[src/rtl/core/sbm_pkg.sv]
// shared types and constants for the smbus bit-bang master
package sbm_pkg;

  localparam int unsigned TIMER_BITS_DEF = 16;
  localparam int unsigned CFG_W          = 16;
  localparam int unsigned CFG_IDX_W      = 2;
  localparam int unsigned BYTE_BITS      = 8;
  localparam int unsigned CNT_W          = 4;

  localparam logic [CFG_W-1:0] CFG_RST_TICKS = 16'd5;

  // request modes
  localparam logic [2:0] MODE_TICK  = 3'd0;
  localparam logic [2:0] MODE_START = 3'd1;
  localparam logic [2:0] MODE_STOP  = 3'd2;
  localparam logic [2:0] MODE_WRITE = 3'd3;
  localparam logic [2:0] MODE_READ  = 3'd4;

  // configuration register indexes
  localparam logic [CFG_IDX_W-1:0] REG_BUS_FREE = 2'd0;
  localparam logic [CFG_IDX_W-1:0] REG_HIGH     = 2'd1;
  localparam logic [CFG_IDX_W-1:0] REG_LOW      = 2'd2;

  typedef enum logic [7:0] {
    PH_IDLE = 8'b0000_0001,
    PH_1    = 8'b0000_0010,
    PH_2    = 8'b0000_0100,
    PH_3    = 8'b0000_1000,
    PH_4    = 8'b0001_0000,
    PH_5    = 8'b0010_0000,
    PH_6    = 8'b0100_0000,
    PH_7    = 8'b1000_0000
  } phase_t;

  typedef struct packed {
    logic [2:0] mode;
    logic [7:0] write_byte;
    logic       master_ack;
    logic       sda_in;
  } in_t;

  typedef struct packed {
    logic       scl_out;
    logic       sda_out;
    logic       busy_res;
    logic       done_res;
    logic [7:0] read_data;
    logic       slave_ack;
    logic       rejected;
  } out_t;

  typedef struct packed {
    logic                 we;
    logic [CFG_IDX_W-1:0] index;
    logic [CFG_W-1:0]     data;
  } cfg_wr_t;

endpackage

[src/rtl/core/sbm_engine.sv]
// pin sequencer: config registers, phase state and the per-request update
module sbm_engine #(
  parameter int unsigned TIMER_BITS = sbm_pkg::TIMER_BITS_DEF
) (
  input  logic            clk,
  input  logic            rst_n,
  input  logic            step,
  input  sbm_pkg::in_t    req,
  input  sbm_pkg::cfg_wr_t cfg,
  output sbm_pkg::out_t   res
);

  localparam logic [32:0] TMAX = (33'd1 << TIMER_BITS) - 33'd1;

  function automatic logic [TIMER_BITS-1:0] sat_load(input logic [sbm_pkg::CFG_W-1:0] v);
    logic [32:0] w;
    w = {17'd0, v};
    if (w == 33'd0) w = 33'd1;
    if (w > TMAX) w = TMAX;
    return w[TIMER_BITS-1:0];
  endfunction

  logic [sbm_pkg::CFG_W-1:0] bus_free_r, high_r, low_r;

  sbm_pkg::phase_t         phase_r, phase_nxt, go_ph;
  logic [2:0]              cmd_r, cmd_nxt;
  logic [sbm_pkg::CNT_W-1:0] bit_r, bit_nxt, bit_inc;
  logic [7:0]              shift_r, shift_nxt;
  logic [TIMER_BITS-1:0]   timer_r, timer_nxt, timer_dec;
  logic                    scl_r, scl_nxt, sda_r, sda_nxt;
  logic                    ackd_r, ackd_nxt, acks_r, acks_nxt;
  logic [7:0]              hold_r, hold_nxt;
  logic                    go, done, rej, busy, is_cmd, is_start;
  logic [TIMER_BITS-1:0]   ld_bf, ld_hi, ld_lo;

  always_ff @(posedge clk) begin
    if (!rst_n) begin
      bus_free_r <= sbm_pkg::CFG_RST_TICKS;
      high_r     <= sbm_pkg::CFG_RST_TICKS;
      low_r      <= sbm_pkg::CFG_RST_TICKS;
    end else if (cfg.we) begin
      if (cfg.index == sbm_pkg::REG_BUS_FREE) bus_free_r <= cfg.data;
      if (cfg.index == sbm_pkg::REG_HIGH)     high_r     <= cfg.data;
      if (cfg.index == sbm_pkg::REG_LOW)      low_r      <= cfg.data;
    end
  end

  assign ld_bf = sat_load(bus_free_r);
  assign ld_hi = sat_load(high_r);
  assign ld_lo = sat_load(low_r);

  assign busy      = (phase_r != sbm_pkg::PH_IDLE);
  assign is_cmd    = (req.mode >= sbm_pkg::MODE_START) && (req.mode <= sbm_pkg::MODE_READ);
  assign timer_dec = timer_r - TIMER_BITS'(timer_r != '0);
  assign bit_inc   = bit_r + sbm_pkg::CNT_W'(1);

  always_comb begin
    phase_nxt = phase_r;
    cmd_nxt   = cmd_r;
    bit_nxt   = bit_r;
    shift_nxt = shift_r;
    timer_nxt = timer_r;
    scl_nxt   = scl_r;
    sda_nxt   = sda_r;
    ackd_nxt  = ackd_r;
    acks_nxt  = acks_r;
    hold_nxt  = hold_r;
    go        = 1'b0;
    go_ph     = sbm_pkg::PH_1;
    done      = 1'b0;
    rej       = 1'b0;
    is_start  = 1'b0;

    if (is_cmd) begin
      if (busy) begin
        rej = 1'b1;
      end else begin
        cmd_nxt = req.mode;
        bit_nxt = '0;
        if (req.mode == sbm_pkg::MODE_WRITE) shift_nxt = req.write_byte;
        if (req.mode == sbm_pkg::MODE_READ) begin
          shift_nxt = 8'h00;
          ackd_nxt  = req.master_ack;
        end
        go    = 1'b1;
        go_ph = sbm_pkg::PH_1;
      end
    end else if (busy) begin
      timer_nxt = timer_dec;
      if (timer_dec == '0) begin
        if (cmd_r == sbm_pkg::MODE_START || cmd_r == sbm_pkg::MODE_STOP) begin
          unique case (phase_r)
            sbm_pkg::PH_1: begin go = 1'b1; go_ph = sbm_pkg::PH_2; end
            sbm_pkg::PH_2: begin go = 1'b1; go_ph = sbm_pkg::PH_3; end
            sbm_pkg::PH_3: begin go = 1'b1; go_ph = sbm_pkg::PH_4; end
            default:       done = 1'b1;
          endcase
        end else if (cmd_r == sbm_pkg::MODE_WRITE) begin
          unique case (phase_r)
            sbm_pkg::PH_1: begin go = 1'b1; go_ph = sbm_pkg::PH_2; end
            sbm_pkg::PH_2: begin go = 1'b1; go_ph = sbm_pkg::PH_3; end
            sbm_pkg::PH_3: begin
              bit_nxt = bit_inc;
              go      = 1'b1;
              go_ph   = (bit_inc < sbm_pkg::CNT_W'(sbm_pkg::BYTE_BITS)) ?
                        sbm_pkg::PH_1 : sbm_pkg::PH_4;
            end
            sbm_pkg::PH_4: begin go = 1'b1; go_ph = sbm_pkg::PH_5; end
            default: begin
              acks_nxt = req.sda_in;
              scl_nxt  = 1'b0;
              done     = 1'b1;
            end
          endcase
        end else if (cmd_r == sbm_pkg::MODE_READ) begin
          unique case (phase_r)
            sbm_pkg::PH_1: begin go = 1'b1; go_ph = sbm_pkg::PH_2; end
            sbm_pkg::PH_2: begin
              shift_nxt = {shift_r[6:0], req.sda_in};
              go        = 1'b1;
              go_ph     = sbm_pkg::PH_3;
            end
            sbm_pkg::PH_3: begin go = 1'b1; go_ph = sbm_pkg::PH_4; end
            sbm_pkg::PH_4: begin
              bit_nxt = bit_inc;
              go      = 1'b1;
              go_ph   = (bit_inc < sbm_pkg::CNT_W'(sbm_pkg::BYTE_BITS)) ?
                        sbm_pkg::PH_2 : sbm_pkg::PH_5;
            end
            sbm_pkg::PH_5: begin go = 1'b1; go_ph = sbm_pkg::PH_6; end
            sbm_pkg::PH_6: begin go = 1'b1; go_ph = sbm_pkg::PH_7; end
            default: begin
              hold_nxt = shift_r;
              done     = 1'b1;
            end
          endcase
        end else begin
          phase_nxt = sbm_pkg::PH_IDLE;
        end
      end
    end

    if (done) begin
      phase_nxt = sbm_pkg::PH_IDLE;
      timer_nxt = '0;
    end

    // open the next phase: drive its pin, where it has one, and load its duration
    if (go) begin
      phase_nxt = go_ph;
      if (cmd_nxt == sbm_pkg::MODE_START || cmd_nxt == sbm_pkg::MODE_STOP) begin
        is_start = (cmd_nxt == sbm_pkg::MODE_START);
        unique case (go_ph)
          sbm_pkg::PH_1: if (is_start) sda_nxt = 1'b1; else scl_nxt = 1'b0;
          sbm_pkg::PH_2: if (is_start) scl_nxt = 1'b1; else sda_nxt = 1'b0;
          sbm_pkg::PH_3: if (is_start) sda_nxt = 1'b0; else scl_nxt = 1'b1;
          default:       if (is_start) scl_nxt = 1'b0; else sda_nxt = 1'b1;
        endcase
        timer_nxt = ld_bf;
      end else if (cmd_nxt == sbm_pkg::MODE_WRITE) begin
        unique case (go_ph)
          sbm_pkg::PH_1: begin
            sda_nxt   = shift_nxt[7];
            shift_nxt = {shift_nxt[6:0], 1'b0};
            timer_nxt = ld_bf;
          end
          sbm_pkg::PH_2: begin scl_nxt = 1'b1; timer_nxt = ld_hi; end
          sbm_pkg::PH_3: begin scl_nxt = 1'b0; timer_nxt = ld_lo; end
          sbm_pkg::PH_4: begin sda_nxt = 1'b1; timer_nxt = ld_hi; end
          default:       begin scl_nxt = 1'b1; timer_nxt = ld_hi; end
        endcase
      end else begin
        unique case (go_ph)
          sbm_pkg::PH_1: begin sda_nxt = 1'b1;     timer_nxt = ld_hi; end
          sbm_pkg::PH_2: begin scl_nxt = 1'b1;     timer_nxt = ld_hi; end
          sbm_pkg::PH_3: begin                     timer_nxt = ld_lo; end
          sbm_pkg::PH_4: begin scl_nxt = 1'b0;     timer_nxt = ld_lo; end
          sbm_pkg::PH_5: begin sda_nxt = ackd_nxt; timer_nxt = ld_bf; end
          sbm_pkg::PH_6: begin scl_nxt = 1'b1;     timer_nxt = ld_hi; end
          default:       begin scl_nxt = 1'b0;     timer_nxt = ld_lo; end
        endcase
      end
    end
  end

  always_ff @(posedge clk) begin
    if (!rst_n) begin
      phase_r <= sbm_pkg::PH_IDLE;
      cmd_r   <= sbm_pkg::MODE_TICK;
      bit_r   <= '0;
      shift_r <= 8'h00;
      timer_r <= '0;
      scl_r   <= 1'b1;
      sda_r   <= 1'b1;
      ackd_r  <= 1'b1;
      acks_r  <= 1'b1;
      hold_r  <= 8'h00;
    end else if (step) begin
      phase_r <= phase_nxt;
      cmd_r   <= cmd_nxt;
      bit_r   <= bit_nxt;
      shift_r <= shift_nxt;
      timer_r <= timer_nxt;
      scl_r   <= scl_nxt;
      sda_r   <= sda_nxt;
      ackd_r  <= ackd_nxt;
      acks_r  <= acks_nxt;
      hold_r  <= hold_nxt;
    end
  end

  always_comb begin
    res.scl_out   = scl_nxt;
    res.sda_out   = sda_nxt;
    res.busy_res  = (phase_nxt != sbm_pkg::PH_IDLE);
    res.done_res  = done;
    res.read_data = hold_nxt;
    res.slave_ack = acks_nxt;
    res.rejected  = rej;
  end

endmodule

[src/rtl/core/smbus_bitbang_master.sv]
// top level of the smbus bit-bang master: request handshake and result register
// a request's result is registered and presented in the cycle after it is accepted
// throughput: one request per cycle; in_ready drops only while a result waits
// the pin engine updates its state in the accept cycle, the result register
// decouples it from the consumer
// reset (synchronous, rst_n low): bus released, engine idle, timings back to 5 ticks
module smbus_bitbang_master #(
  parameter int unsigned TIMER_BITS = sbm_pkg::TIMER_BITS_DEF
) (
  input  logic                              clk,
  input  logic                              rst_n,
  input  logic                              in_valid,
  output logic                              in_ready,
  input  sbm_pkg::in_t                      in_data,
  output logic                              out_valid,
  input  logic                              out_ready,
  output sbm_pkg::out_t                     out_data,
  input  logic                              cfg_we,
  input  logic [sbm_pkg::CFG_IDX_W-1:0]     cfg_index,
  input  logic [sbm_pkg::CFG_W-1:0]         cfg_wdata
);

  logic             accept;
  sbm_pkg::out_t    res;
  sbm_pkg::cfg_wr_t cfg;
  logic             out_valid_r;
  sbm_pkg::out_t    out_data_r;

  // a new request enters whenever the result slot is empty or being drained
  assign in_ready = !out_valid_r || out_ready;
  assign accept   = in_valid && in_ready;

  // configuration writes go straight to the engine, no handshake
  assign cfg.we    = cfg_we;
  assign cfg.index = cfg_index;
  assign cfg.data  = cfg_wdata;

  sbm_engine #(
    .TIMER_BITS(TIMER_BITS)
  ) u_engine (
    .clk  (clk),
    .rst_n(rst_n),
    .step (accept),
    .req  (in_data),
    .cfg  (cfg),
    .res  (res)
  );

  // result register: one entry, refilled in the same cycle it drains
  always_ff @(posedge clk) begin
    if (!rst_n) begin
      out_valid_r <= 1'b0;
    end else if (accept) begin
      out_valid_r <= 1'b1;
    end else if (out_ready) begin
      out_valid_r <= 1'b0;
    end
  end

  // payload needs no reset
  always_ff @(posedge clk) begin
    if (accept) begin
      out_data_r <= res;
    end
  end

  assign out_valid = out_valid_r;
  assign out_data  = out_data_r;

endmodule

[config.mk]
export PLATFORM = sky130hd
export DESIGN_NAME = smbus_bitbang_master
export DESIGN_NICKNAME = d
export VERILOG_FILES = /design/src/rtl/core/sbm_pkg.sv /design/src/rtl/core/sbm_engine.sv /design/src/rtl/core/smbus_bitbang_master.sv
export SDC_FILE = /design/constraint.sdc
export NUM_CORES = 1
export LEC_CHECK = 0
export BUFFER_PORTS_ARGS = -buffer_cell sky130_fd_sc_hd__buf_2
export CAP_MARGIN = 20
export CORE_MARGIN = 1.5
export CORE_UTILIZATION = 53
export CTS_BUF_LIST = sky130_fd_sc_hd__clkbuf_4 sky130_fd_sc_hd__clkbuf_8 sky130_fd_sc_hd__clkbuf_16
export DETAILED_ROUTE_END_ITERATION = 10
export GPL_TIMING_DRIVEN = 1
export PLACE_DENSITY = 0.79
export RECOVER_POWER = 25
export SLEW_MARGIN = 20
export SYNTH_ARGS = -nofsm -noshare
export SYNTH_HDL_FRONTEND = slang
export SYNTH_SLANG_ARGS = --single-unit
[constraint.sdc]
create_clock -name clk -period 5.1 [get_ports clk]
set_input_delay 0.51 -clock clk [delete_from_list [all_inputs] [get_ports clk]]
set_output_delay 0.51 -clock clk [all_outputs]
set_load 0.05 [all_outputs]
==> results.py, run 1 <==
metrics = {
    "outcome": {
        "status": "finished, violations left",
        "violations": "max-capacitance violations, max-slew violations",
    },
    "grt": {
        "grt_pass1_wl_um": 34990,
        "grtUsageTotal_pct": 31.32,
        "antenna_found_initial": 0,
        "first_global_vias": 6755,
        "grt_max_degree": 63,
        "grt_overflow_total": 0,
    },
    "floorplanning": {
        "fp.dieH_um": 117.6,
        "ios": 52,
        "fp-row-count": 41,
        "die_area_sq_um": 13830,
        "die_w_um": 117.6,
        "start_util_pct": 54.69,
        "fp.coreArea_sq_um": 12720,
    },
    "sta": {
        "rsz0062_at_grt": "false",
        "hold_viol_final": 0,
        "layout_setup_ws_ns": 0.5362,
        "timing.final.crit_period_ns": 4.564,
        "worstMarginPinSlew_ns": 2.974,
        "finClkSkew_ns": 0.005397,
        "fin_crit_sh_pct": 89.49,
        "setup_viol": 0,
        "timing.slew.headroom_pct": -98.30,
        "drv_slew": 100,
        "setup-tns-final_ns": 0,
        "max_clock_freq_ghz": 0.2191,
    },
    "cts": {
        "cts_tree": "done",
        "cts.clk_slew.worst_paths_ns": 0.06,
        "clk_latency_ns": 0.43,
        "clock-sinks": 114,
        "cts_buffers": 17,
        "cts_resized": 0,
        "post_cts_buffers": 0,
        "clk_path_buf_depth": 2,
        "hold_buffers": 0,
        "clockRootBuffer": "clkbuf_16",
        "h-tree-depth": 4,
    },
    "yosys": {
        "ys_ff_latch": 114,
        "syn-num-nets": 953,
        "netlist_area_sq_um": 6958,
        "yosysTopAreaCellShare_pct": 28.77,
        "synth_warnings": 0,
        "ys.flop_type": "dfxtp_1",
        "synthTopCellsByArea": "dfxtp_1 29%, nand2_1 9.5%, a21oi_1 7.1%",
        "syn-instance-count": 914,
        "yosysMostFrequentCell": "nand2_1",
        "ys_types": 81,
        "synth_edf_count": 14,
        "synth_seq_area_share_pct": 34.81,
        "async_flop_share_pct": 0,
        "synth_common_cells": "177 x nand2_1, 100 x dfxtp_1, 99 x a21oi_1, 67 x nor2_1, 42 x clkbuf_1",
        "synth_area_leader_cell": "dfxtp_1",
        "avgSynthCellArea_sq_um": 7.613,
    },
    "routing": {
        "dr.pass1.iters": 6,
        "dr_wl_met2_um": 9276,
        "postRouteAntennaNets": 0,
        "wire_per_inst_um": 19.19,
        "vias_per_cell": 6.474,
        "drt-total-wl_um": 21530,
        "drc": 0,
        "routed.top_layer": "met4",
        "wl_met1_um": 9237,
        "wl_met3_um": 2175,
        "drt_iter0_markers": 1065,
        "vias": 7264,
    },
    "final_layout": {
        "nets": 976,
        "n_fill_cell": 1156,
        "diodes": 0,
        "syn_to_final_growth_pct": 13.18,
        "drive_above_1_share_pct": 13.68,
        "design_area_sq_um": 7875,
    },
    "worst_setup_path": {
        "cp_max_fo": 15,
        "end_kind": "flip-flop",
        "worstPathArrival_ns": 4.93,
        "required_ns": 5.46,
        "crit_path_start_kind": "flip-flop",
        "crit_type": "flip-flop to flip-flop",
    },
    "power": {
        "power.leakage_nw": 2.792,
        "power.density_nw_per_um2": 366.7,
        "peakVddDrop_v": 0.0002930,
    },
    "min_path": {
        "hold_class": "input pin to flip-flop",
    },
    "placed_design": {
        "io_buffers": 51,
        "dpl.hpwl_um": 14780,
        "gp_congestion": 1.036,
        "placed_area_sq_um": 7268,
        "pre_cts_ws_ns": 0.6728,
    },
    "run": {
        "cap_viol_max_count": 2,
    },
}
==> final cells by class <==
cell class,count,area (sq um),share of cell area (%)
clock buffer,22,521.8,6.625
clock inverter,10,92.59,1.176
inverter,18,67.56,0.8580
multi-input combinational,723,4218,53.56
sequential,114,2422,30.76
tap,172,215.2,2.733
timing repair buffer,63,337.8,4.290
==> kinds of logic (layout without fill, tap and decap cells) <==
logic type / Yosys count / in the layout / share of synthesized area, %
flops: 114 / 114 / 34.81
fa+ha+maj: 3 / 3 / 0.5395
xor+xnor: 23 / 23 / 3.003
mux: 11 / 11 / 1.762
simple gates: 409 / 409 / 29.15
compound gates: 277 / 277 / 26.04
buf+inv: 77 / 113 / 4.693
==> final timing paths <==
kind,cells after the start,startpoint,slack [ns],to
setup / recovery,13,u_engine.timer_r[7],0.54,u_engine.timer_r[7]
hold / removal,3,in_valid,0.32,out_valid
setup reg to reg,13,u_engine.timer_r[7],0.54,u_engine.timer_r[7]
hold reg to reg,2,u_engine.low_r[0],0.48,u_engine.low_r[0]
==> sequential cells by signal, indices dropped and copies added, names as in the netlist, 3 cells and up <==
register and count:
u_engine.bus_free_r 16, u_engine.high_r 16, u_engine.low_r 16, u_engine.timer_r 16, out_data 14, u_engine.hold_r 8
u_engine.phase_r 8, u_engine.shift_r 8, u_engine.bit_r 4, u_engine.cmd_r 3
==> routing by layer <==
| metal | global-route usage [%] | vias to the layer above |
|---|---|---|
| li1 | - | 3410 |
| met1 | 43.07 | 3313 |
| met2 | 46.10 | 445 |
| met3 | 7.219 | 96 |
| met4 | 15.63 | 0 |
| met5 | 0 | - |
==> metrics by stage <==
stage | power, mW | hold slack, ns | cells | util (%)
floorplan | 1.491 | 0.4417 | 914 | -
global placement | 1.653 | 0.4559 | 1090 | 57.13
detailed placement | 1.653 | 0.4634 | 1090 | 57.13
CTS | 2.865 | 0.3227 | 1122 | 61.96
global route | 2.989 | 0.3373 | 1122 | 61.90
finish | 2.888 | 0.3236 | 1122 | 61.90
==> cell usage in the layout, fill, tap and decap left out, types with 10 or more instances in the layout <==
| cell | Yosys | final |
|---|---|---|
| a21oi_1 | 99 | 98 |
| a22o_1 | 22 | 22 |
| a22oi_1 | 10 | 10 |
| a31oi_1 | 21 | 21 |
| buf_2 | 12 | 48 |
| buf_4 | 2 | 11 |
| clkbuf_16 | 0 | 20 |
| dfxtp_1 | 100 | 100 |
| edfxtp_1 | 14 | 14 |
| inv_1 | 17 | 17 |
| mux2_2 | 10 | 10 |
| nand2_1 | 177 | 177 |
| nand3_1 | 30 | 30 |
| nor2_1 | 67 | 67 |
| nor3_1 | 30 | 30 |
| nor4_1 | 20 | 20 |
| o21ai_0 | 39 | 39 |
| o21ai_1 | 10 | 10 |
| xnor2_1 | 12 | 12 |
| xor2_1 | 10 | 10 |
==> critical path: stages (launching register included) <==
cell and delay [ns]:
dfxtp_1 0.40, nor4_1 0.49, nand4_1 0.16, ha_1 0.26, ha_1 0.25, nand2b_1 0.23
or3_1 0.26, nand3_2 0.15, or4_1 0.73, o31ai_2 0.49, buf_4 0.23, nand3_2 0.30
a31oi_1 0.32, o221a_2 0.23
==> power breakdown <==
group / switching (mW) / leakage, nW / internal [mW]
Sequential: 0.0667 / 0.949 / 0.962
Clock: 0.448 / 0.294 / 0.775
Combinational: 0.414 / 1.55 / 0.223
Note: power is estimated with default switching activity, not from simulation.
==> inputs of run 2 (changes only) <==
--- a/config.mk
+++ b/config.mk
@@ -8,11 +8,11 @@
 export BUFFER_PORTS_ARGS = -buffer_cell sky130_fd_sc_hd__buf_2
 export CAP_MARGIN = 20
 export CORE_MARGIN = 1.5
-export CORE_UTILIZATION = 53
+export CORE_UTILIZATION = 43
 export CTS_BUF_LIST = sky130_fd_sc_hd__clkbuf_4 sky130_fd_sc_hd__clkbuf_8 sky130_fd_sc_hd__clkbuf_16
 export DETAILED_ROUTE_END_ITERATION = 10
 export GPL_TIMING_DRIVEN = 1
-export PLACE_DENSITY = 0.79
+export PLACE_DENSITY = 0.67
 export RECOVER_POWER = 25
 export SLEW_MARGIN = 20
 export SYNTH_ARGS = -nofsm -noshare
==> results.py, run 2 (synthesis gave the netlist of run 1 again) <==
metrics = {
    "outcome": {
        "status": "finished, violations left",
        "violations": "max-capacitance violations, max-slew violations",
    },
    "grt": {
        "top_usage_layer": "met2",
        "grt_max_degree": 63,
        "met2_usage_pct": 40.19,
        "grtUsageTotal_pct": 27.17,
        "use_met3_pct": 6.478,
        "antenna_found_initial": 0,
        "first_global_vias": 6502,
        "grt_overflow_total": 0,
        "grt_pass1_wl_um": 35600,
        "use_met1_pct": 37.40,
    },
    "worst_setup_path": {
        "slowest_stage": "or4_1",
        "r2r_start": "u_engine.timer_r[7]",
        "cp.depth": 13,
        "cp-startpoint": "u_engine.timer_r[7]",
        "crit_path_start_kind": "flip-flop",
        "cp-endpoint": "u_engine.hold_r[3]",
        "end_kind": "flip-flop",
        "path_buf_inv": 0,
        "crit_type": "flip-flop to flip-flop",
        "ff2ff_path_depth": 13,
        "timing.rr.end": "u_engine.hold_r[3]",
        "r2r_setup_slack_ns": 0.56,
        "critPathTopFamily": "simple AND/OR/NAND/NOR gates",
        "required_ns": 5.38,
        "crit_path_cell_trace": "nor4_1 -> nand4_1 -> ha_1 -> ha_1 -> nand2b_1 -> or3_1 -> nand3_2 -> or4_1 -> nor2_1 -> and3_1 -> mux2_2 -> nor2_1 -> nor3_1",
        "cp_max_fo": 9,
        "cpPeakStageDelay_ns": 0.72,
        "worstPathArrival_ns": 4.81,
    },
    "final_layout": {
        "final_util_pct": 50.30,
        "final_cell_mix": "177 x nand2_1, 100 x dfxtp_1, 98 x a21oi_1, 67 x nor2_1, 48 x buf_2",
        "syn_to_final_growth_pct": 14.42,
        "diodes": 0,
        "nets": 978,
        "final_common_cell": "nand2_1",
        "drive_above_1_share_pct": 13.77,
    },
    "power": {
        "peakVddDrop_v": 0.0002724,
        "power.leakage_nw": 2.818,
        "finalPower_mw": 2.916,
        "power.density_nw_per_um2": 366.3,
    },
    "routing": {
        "vias_per_cell": 6.142,
        "drt_iter0_markers": 768,
        "vias": 7168,
        "dr.pass1.iters": 6,
        "drt-total-wl_um": 22160,
        "postRouteAntennaNets": 0,
        "drc": 0,
        "wire_per_inst_um": 18.99,
    },
    "floorplanning": {
        "fp-row-count": 46,
        "die_area_sq_um": 16950,
        "start_util_pct": 43.96,
        "ios": 52,
        "fp.dieH_um": 130.2,
        "die_w_um": 130.2,
        "fp.coreArea_sq_um": 15830,
    },
    "sta": {
        "holdWs_ns": 0.3304,
        "setup_viol": 0,
        "fin_crit_sh_pct": 88.93,
        "max_clock_freq_ghz": 0.2205,
        "timing.final.crit_period_ns": 4.535,
        "setup-tns-final_ns": 0,
        "hold_viol_final": 0,
        "timing.slew.headroom_pct": -25.56,
        "drv_slew": 37,
        "worstMarginPinSlew_ns": 1.883,
        "rsz0062_at_grt": "false",
        "finClkSkew_ns": 0.009023,
    },
    "cts": {
        "cts_buffers": 17,
        "hold_buffers": 0,
        "h-tree-depth": 4,
        "cts.clk_slew.worst_paths_ns": 0.05,
        "clockRootBuffer": "clkbuf_16",
        "cts_tree": "done",
        "clock-sinks": 114,
        "cts_resized": 0,
        "post_cts_buffers": 0,
        "clk_latency_ns": 0.43,
        "clk_path_buf_depth": 2,
    },
    "placed_design": {
        "gp_congestion": 0.9513,
        "dpl.hpwl_um": 15380,
        "io_buffers": 51,
    },
    "run": {
        "cap_viol_max_count": 1,
    },
    "min_path": {
        "hold_class": "input pin to flip-flop",
    },
}
==> run 2: worst min-delay path by stage <==
stage                                      start                     end  slack (ns)  cells past startpoint
after global routing                    in_valid               out_valid        0.33                      3
after CTS                               in_valid               out_valid        0.32                      3
after global placement         u_engine.low_r[0]       u_engine.low_r[0]        0.45                      2
final                                   in_valid               out_valid        0.33                      3
after floorplan           u_engine.bus_free_r[0]  u_engine.bus_free_r[0]        0.44                      2
after detailed placement       u_engine.low_r[0]       u_engine.low_r[0]        0.46                      2
==> run 2: worst reg2reg max path, cell delays in order, from the launching register on <==
cell	delay, ns
dfxtp_1	0.38
nor4_1	0.50
nand4_1	0.16
ha_1	0.26
ha_1	0.24
nand2b_1	0.19
or3_1	0.27
nand3_2	0.16
or4_1	0.72
nor2_1	0.38
and3_1	0.56
mux2_2	0.41
nor2_1	0.10
nor3_1	0.05
==> run 2: power by group <==
part | internal [mW] | switching (mW)
combinational | 0.229 | 0.415
sequential | 0.962 | 0.0663
clock | 0.816 | 0.428
==> run 2: final cells by class <==
class / count / area (sq um)
well taps: 216 / 270.3
flip-flops and latches: 114 / 2422
repair buffers: 65 / 356.6
fillers: 1557 / 7866
inverters: 18 / 67.56
multi-input cells: 723 / 4224
clock buffers: 24 / 525.5
clock inverters: 7 / 95.09
==> run 2: routing by layer <==
layer	wire length [um]	vias to the layer above
met4	675	0
met3	1662	62
li1	-	3399
met5	0	-
met2	9777	346
met1	10050	3361
==> run 2: stage by stage <==
step	setup slack, ns	cell area [sq um]	instances
6_report	0.5646	7961	1167
5_1_grt	0.2136	7961	1167
4_1_cts	0.6144	7965	1167
3_5_place_dp	0.6455	7345	1136
3_3_place_gp	0.6694	7338	1136
2_1_floorplan	1.359	6958	914
==> inputs of run 3 (changes only) <==
--- a/config.mk
+++ b/config.mk
@@ -12,6 +12,7 @@
 export CTS_BUF_LIST = sky130_fd_sc_hd__clkbuf_4 sky130_fd_sc_hd__clkbuf_8 sky130_fd_sc_hd__clkbuf_16
 export DETAILED_ROUTE_END_ITERATION = 10
 export GPL_TIMING_DRIVEN = 1
+export MAX_ROUTING_LAYER = met4
 export PLACE_DENSITY = 0.67
 export RECOVER_POWER = 25
 export SLEW_MARGIN = 20
==> results.py, run 3 (synthesis gave the netlist of run 1 again) <==
metrics = {
    "routing": {
        "drt-total-wl_um": 22320,
        "dr.pass1.iters": 6,
        "vias_per_cell": 6.112,
        "postRouteAntennaNets": 0,
        "drc": 0,
        "drt_iter0_markers": 635,
        "wire_per_inst_um": 19.11,
        "vias": 7139,
    },
    "power": {
        "power.density_nw_per_um2": 364.9,
        "finalPower_mw": 2.901,
        "clkPwrFrac_pct": 42.7,
        "p_sw_uw": 945.9,
        "pwr-share-comb_pct": 21.9,
        "intPower_mw": 1.955,
        "power.leakage_nw": 2.811,
        "peakVddDrop_v": 0.0002568,
        "switching_share_pct": 32.61,
        "pwr-share-seq_pct": 35.4,
    },
    "worst_setup_path": {
        "crit_type": "flip-flop to flip-flop",
        "end_kind": "flip-flop",
        "worstPathArrival_ns": 4.91,
        "timing.rr.end": "u_engine.hold_r[3]",
        "critPathTopFamily": "simple AND/OR/NAND/NOR gates",
        "slowest_stage": "or4_1",
        "ff2ff_path_depth": 13,
        "r2r_start": "u_engine.timer_r[7]",
        "cpPeakStageDelay_ns": 0.74,
        "crit_path_cell_trace": "nor4_1 -> nand4_1 -> ha_1 -> ha_1 -> nand2b_1 -> or3_1 -> nand3_2 -> or4_1 -> nor2_1 -> and3_1 -> mux2_2 -> nor2_1 -> nor3_1",
        "r2r_setup_slack_ns": 0.37,
        "path_buf_inv": 0,
        "cp_max_fo": 9,
        "required_ns": 5.28,
        "crit_path_start_kind": "flip-flop",
    },
    "floorplanning": {
        "fp.dieH_um": 130.2,
        "fp.coreArea_sq_um": 15830,
        "fp-row-count": 46,
        "ios": 52,
        "start_util_pct": 43.96,
        "die_area_sq_um": 16950,
        "die_w_um": 130.2,
    },
    "sta": {
        "setup_viol": 0,
        "setup-tns-final_ns": 0,
        "max_clock_freq_ghz": 0.2113,
        "worstMarginPinSlew_ns": 2.984,
        "drv_slew": 100,
        "rsz0062_at_grt": "false",
        "fin_crit_sh_pct": 92.79,
        "timing.final.crit_period_ns": 4.732,
        "hold_viol_final": 0,
        "timing.slew.headroom_pct": -98.96,
        "finClkSkew_ns": 0.009130,
    },
    "final_layout": {
        "diodes": 0,
        "nets": 978,
        "drive_above_1_share_pct": 13.87,
        "syn_to_final_growth_pct": 14.26,
        "final_cell_mix": "177 x nand2_1, 100 x dfxtp_1, 98 x a21oi_1, 67 x nor2_1, 49 x buf_2",
        "final_common_cell": "nand2_1",
        "n_fill_cell": 1565,
    },
    "run": {
        "cap_viol_max_count": 2,
    },
    "placed_design": {
        "dpl.hpwl_um": 15510,
        "io_buffers": 51,
        "gp_congestion": 0.9911,
    },
    "outcome": {
        "status": "finished, violations left",
        "violations": "max-capacitance violations, max-slew violations",
    },
    "min_path": {
        "worstHoldPathCells": 3,
        "hold_path_end": "out_valid",
        "holdCritStartpoint": "in_valid",
        "hold_class": "input pin to flip-flop",
    },
    "cts": {
        "clock-sinks": 114,
        "cts_tree": "done",
        "clk_path_buf_depth": 2,
        "cts_resized": 0,
        "hold_buffers": 0,
        "clk_latency_ns": 0.43,
        "h-tree-depth": 4,
        "cts_buffers": 17,
        "post_cts_buffers": 0,
        "cts.clk_slew.worst_paths_ns": 0.06,
        "clockRootBuffer": "clkbuf_16",
    },
    "grt": {
        "grtUsageTotal_pct": 27.98,
        "grt_pass1_wl_um": 35690,
        "antenna_found_initial": 0,
        "grt_max_degree": 63,
        "first_global_vias": 6540,
        "grt_overflow_total": 0,
    },
}
## run 3: cell count changes in the layout (fill, tap and decap cells not counted), sizes merged
cell and delta:
clkinv +5, inv +2, clkinvlp -1, clkbuf -5
## run 3: layer usage
layer  routed length [um]  track usage [%]
met5                    0                -
met4                  637            10.52
met1                10300            38.02
met3                 1530            5.371
met2                 9845            41.08
## run 3: final cells by class
type / count / area [sq um] / share of cell area (%)
timing repair buffer: 65 / 354.1 / 4.454
clock inverter: 13 / 147.6 / 1.857
tap: 216 / 270.3 / 3.399
sequential: 114 / 2422 / 30.47
multi-input combinational: 723 / 4224 / 53.13
inverter: 18 / 67.56 / 0.8499
clock buffer: 19 / 464.2 / 5.839
## run 3: worst register-to-register path, stage by stage (launching register included)
cell and delay, ns:
dfxtp_1 0.38, nor4_1 0.52, nand4_1 0.20, ha_1 0.27, ha_1 0.25, nand2b_1 0.20, or3_1 0.28, nand3_2 0.16
or4_1 0.74, nor2_1 0.39, and3_1 0.54, mux2_2 0.41, nor2_1 0.10, nor3_1 0.05
## run 3: through the flow
step / instance area (sq um) / setup WS, ns / hold WS, ns / util, % / std cells
6_report: 7950 / 0.3675 / 0.3222 / 50.23 / 1168
5_1_grt: 7950 / 0.1438 / 0.3265 / 50.23 / 1168
4_1_cts: 7950 / 0.6038 / 0.3146 / 50.23 / 1168
3_3_place_gp: 7338 / 0.7007 / 0.4570 / 46.36 / 1136
2_1_floorplan: 6958 / 1.359 / 0.4417 / - / 914
3_5_place_dp: 7338 / 0.6699 / 0.4584 / 46.36 / 1136
## run 3: worst max-delay path by stage
| stage | slack, ns | endpoint | start | cells past startpoint |
|---|---|---|---|---|
| 2_1_floorplan | 1.36 | out_data[12] | u_engine.timer_r[7] | 14 |
| 3_3_place_gp | 0.70 | u_engine.hold_r[3] | u_engine.timer_r[7] | 13 |
| 3_5_place_dp | 0.67 | u_engine.hold_r[3] | u_engine.timer_r[3] | 13 |
| 4_1_cts | 0.60 | u_engine.hold_r[3] | u_engine.timer_r[3] | 13 |
| 5_1_grt | 0.14 | u_engine.hold_r[6] | u_engine.timer_r[3] | 13 |
| 6_report | 0.37 | u_engine.hold_r[3] | u_engine.timer_r[7] | 13 |
## run 3: power groups by stage
stage	clock network, mW	registers, mW	logic [mW]
2_1_floorplan	0	1.05	0.444
3_3_place_gp	0	1.04	0.620
3_5_place_dp	0	1.04	0.617
4_1_cts	1.25	1.02	0.623
5_1_grt	1.28	1.03	0.696
6_report	1.24	1.03	0.635
